==> config.mk <==
export PLATFORM = sky130hd
export DESIGN_NAME = mst_ram
export DESIGN_NICKNAME = d
export VERILOG_FILES = /design/src/rtl/core/mst_ram.sv
export SDC_FILE = /design/constraint.sdc
export NUM_CORES = 2
export LEC_CHECK = 0
export ABC_AREA = 0
export BUFFER_PORTS_ARGS = -buffer_cell sky130_fd_sc_hd__buf_2
export CORE_MARGIN = 5
export CORE_UTILIZATION = 45
export DETAILED_ROUTE_END_ITERATION = 8
export PLACE_DENSITY = 0.66
export SLEW_MARGIN = 20
export SYNTH_ARGS = -nofsm -noshare
export SYNTH_HDL_FRONTEND = slang
export SYNTH_SLANG_ARGS = --single-unit
==> constraint.sdc <==
create_clock -name aclk -period 3.9 [get_ports aclk]
set_input_delay 0.78 -clock aclk [delete_from_list [all_inputs] [get_ports aclk]]
set_output_delay 0.78 -clock aclk [all_outputs]
set_load 0.03 [all_outputs]
==> src/rtl/core/mst_ram.sv <==
// ----------------------------------------------------------------------------
// mst_ram
// Generic single-write, single-read RAM with registered read data.
// ----------------------------------------------------------------------------
module mst_ram #(
    parameter int  DATA_W = 32,
    parameter int  DEPTH  = 64,
    localparam int ADDR_W = $clog2(DEPTH)
) (
    input  logic              aclk,
    input  logic              wr_en,
    input  logic [ADDR_W-1:0] wr_addr,
    input  logic [DATA_W-1:0] wr_data,
    input  logic [ADDR_W-1:0] rd_addr,
    output logic [DATA_W-1:0] rd_data
);

    logic [DATA_W-1:0] mem_reg [DEPTH];
    logic [DATA_W-1:0] rd_data_reg;

    always_ff @(posedge aclk) begin
        if (wr_en) begin
            mem_reg[wr_addr] <= wr_data;
        end
        rd_data_reg <= mem_reg[rd_addr];
    end

    assign rd_data = rd_data_reg;

endmodule

==> run_results.csv <==
group,metric,value,unit
status,status,"complete, no violations",
clock_tree,clockBufferDepth,3,
grt,antenna_found_initial,14,
placed_design,portBuffers,77,
logic_synthesis,yosys.area_share.simple,0.0127,
logic_synthesis,yosys.area_share.adder,0,
grt,grt_pass1_wl,286,mm
timing,period_share,0.782,
worst_hold_path,hold_depth,1,
routing,drt_wl_total,202,mm
grt,grt_pass1_vias,37600,
flow_run,drv_cap,0,
clock_tree,cts_tree,"built",
setup_path,ff2ff_path_depth,5,
logic_synthesis,yosys.area.top_type_share,0.783,
routing,ant_nets,0,
clock_tree,post_cts_buffers,0,
clock_tree,hold_buffers,0,
timing,final_max_slew_viol_count,0,
placed_design,place_congestion,0.794,
placed_design,dpl_cell_area,83800,um^2
routing,wl_per_cell,32.8,um
logic_synthesis,synth_nets,3370,
timing,timing.final.crit_period,3.05,ns
logic_synthesis,ys_ff_latch,2080,
routing,route.detailed.drc,0,
die,initial_core_util,0.452,
logic_synthesis,synth.distinct_cells,34,
final_layout,final_cell_count_no_fill,6154,
grt,grt_overflow_total,0,
die,core,174000,um^2
clock_tree,cts.sinks,2080,
logic_synthesis,yosys_warnings,0,
routing,first_pass_iters,7,
logic_synthesis,synth_top_family_by_area,"multiplexers",
final_layout,area_growth,15.0,%
pwr,vdd_drop_max,394,uV
timing,final_hold_viol_count,0,
setup_path,worstSetupEndpointType,"register",
clock_tree,numCtsBuffers,203,
logic_synthesis,synth_mux_area_frac,0.168,
placed_design,place_inst,5775,
logic_synthesis,synth.cell_area,78500,um^2
clock_tree,cts-resized-gates,0,
final_layout,multiInputGateArea,16000,um^2
logic_synthesis,syn_avg_cell_area,23.6,um^2
setup_path,worst-path-max-fanout,27,
die,die_width,428,um
timing,setup_viol,0,
logic_synthesis,ys_top_cells_by_area,"edfxtp_1 (78%), mux4_2 (16%), mux2i_1 (1.2%)",
die,num_rows,153,
grt,grt_max_degree,65,
logic_synthesis,synth_compound_gate_area_share,0.0167,
final_layout,nNetsFinal,3702,
clock_tree,clkTransAtPathRegs,0.06,ns
timing,fmax,328,MHz
setup_path,worstSetupPathType,"primary input to register",
setup_path,worstPathArrival,3.73,ns
worst_hold_path,hp-class,"primary input to register",
final_layout,post-route-util,0.520,
die,dieArea,183000,um^2
grt,track_usage,0.222,
pwr,leakagePower,28.2,nW
placed_design,hpwlAfterDp,114,mm
clock_tree,cts-htree-levels,4,
clock_tree,cts-root-buf,"clkbuf_16",
final_layout,postLayoutCellArea,90300,um^2
routing,first_iter_violations,4980,
timing,tightest_slew,1.09,ns
final_layout,drive_gt1_frac,0.314,
setup_path,cp-start-kind,"primary input",
setup_path,timing.reg2reg.setup_slack,1.41,ns
timing,fin_skew,0.0333,ns
clock_tree,clkLatencyLatePin,0.84,ns
logic_synthesis,synth_top_cell_by_area,"edfxtp_1",
die,fp.dieH,428,um
timing,rsz0062_at_grt,"false",
logic_synthesis,synth_cells,3324,
final_layout,seq_area,62100,um^2
setup_path,required,4.58,ns
logic_synthesis,yosys.area_share.xor_xnor,0,
routing,viasPerCell,6.11,
final_layout,largest_reg_flops,2048,
pwr,power_density,512,nW/um^2
die,pin_count,78,
routing,vias,37600,
final_layout,fill_cells,13100,
timing,fin_hold_ws,0.438,ns
logic_synthesis,ys_seq_area_frac,0.791,
timing,slew_headroom,0.273,
[Yosys cell counts]
master    count
nand2b_1      8
nand2_1      26
mux2i_1      93
or3_1         3
buf_6         5
o32ai_1       4
or3b_1        2
or2_1         1
or3b_2        3
nand4b_1      1
or2_0         1
buf_1        21
mux4_2      544
a311oi_1      8
o22ai_1      84
o221ai_1     27
nand4_1       2
buf_2        57
nand3_1       5
a22oi_1      12
a31oi_1       1
clkbuf_1     74
dfxtp_1      32
a41o_1        4
buf_4        25
a21oi_1      62
nor2b_1      15
and2_1        2
or2_2         1
and3_1        4
nand3b_1      5
nor2_1      137
edfxtp_1   2048
nor3_1        7
[cells by family after synthesis]
group | count (synthesis)
AOI/OAI and AO/OA | 202
DFF | 2080
buffers and inverters | 182
and+or+nand+nor | 223
muxes | 637
[critical path, stage by stage]
cell and delay [ns]:
buf_8 0.29, buf_12 0.25, buf_12 0.26, mux4_2 0.56, mux2i_1 0.54, nand3b_1 0.24, a31oi_1 0.61, nor2_1 0.10
[power breakdown]
group	switching, mW	internal (mW)
logic	1.50	0.903
registers	0.117	24.7
clock network	8.22	10.7
total	9.83	36.3
[final cells by class]
type,instances,share of cell area
diodes,9,0.000250
clock buffers,261,0.0602
clock inverters,108,0.0105
multi-input cells,1062,0.177
flip-flops and latches,2080,0.688
well taps,2325,0.0322
repair buffers,309,0.0313
[per-layer routing]
metal  part of all wire  GRT usage  up-vias  wire (um)
met2               0.48      0.351     1945      97000
met1               0.39      0.317    20300      79100
met5            0.00024          0        -         49
li1                   -          -    15000          -
met4              0.036     0.0738        8       7360
met3              0.092     0.0412      329      18500
[cell usage in the layout, fill, tap and decap left out, drive strengths merged, types with 5 or more instances in the layout]
cell and instances:
nand2 26, clkbuf 261, nand2b 8, nor2b 15
nor2 137, nand3 5, dfxtp 32, diode 9
buf 309, a21oi 62, mux4 544, clkinv 79
nor3 7, or3b 5, a311oi 8, o22ai 84
a22oi 12, inv 12, mux2i 93, nand3b 5
bufinv 13, o221ai 27, edfxtp 2048
[stage by stage]
stage          TNS [ns]  total power [mW]  setup slack, ns
3_3_place_gp     -0.101              27.7          -0.0949
3_5_place_dp    -0.0753              27.8          -0.0686
5_1_grt               0              47.5            0.759
2_1_floorplan         0              26.6            0.468
4_1_cts               0              46.5            0.827
6_report              0              46.2            0.851
[path summary, 6_finish.rpt]
check,start,end
max,rd_addr[0],rd_data[18]
min,wr_data[0],mem_reg[55][0]
max reg2reg,mem_reg[52][18],rd_data[18]
min reg2reg,mem_reg[12][17],rd_data[17]
No activity file was read; power rests on OpenSTA's default activity.
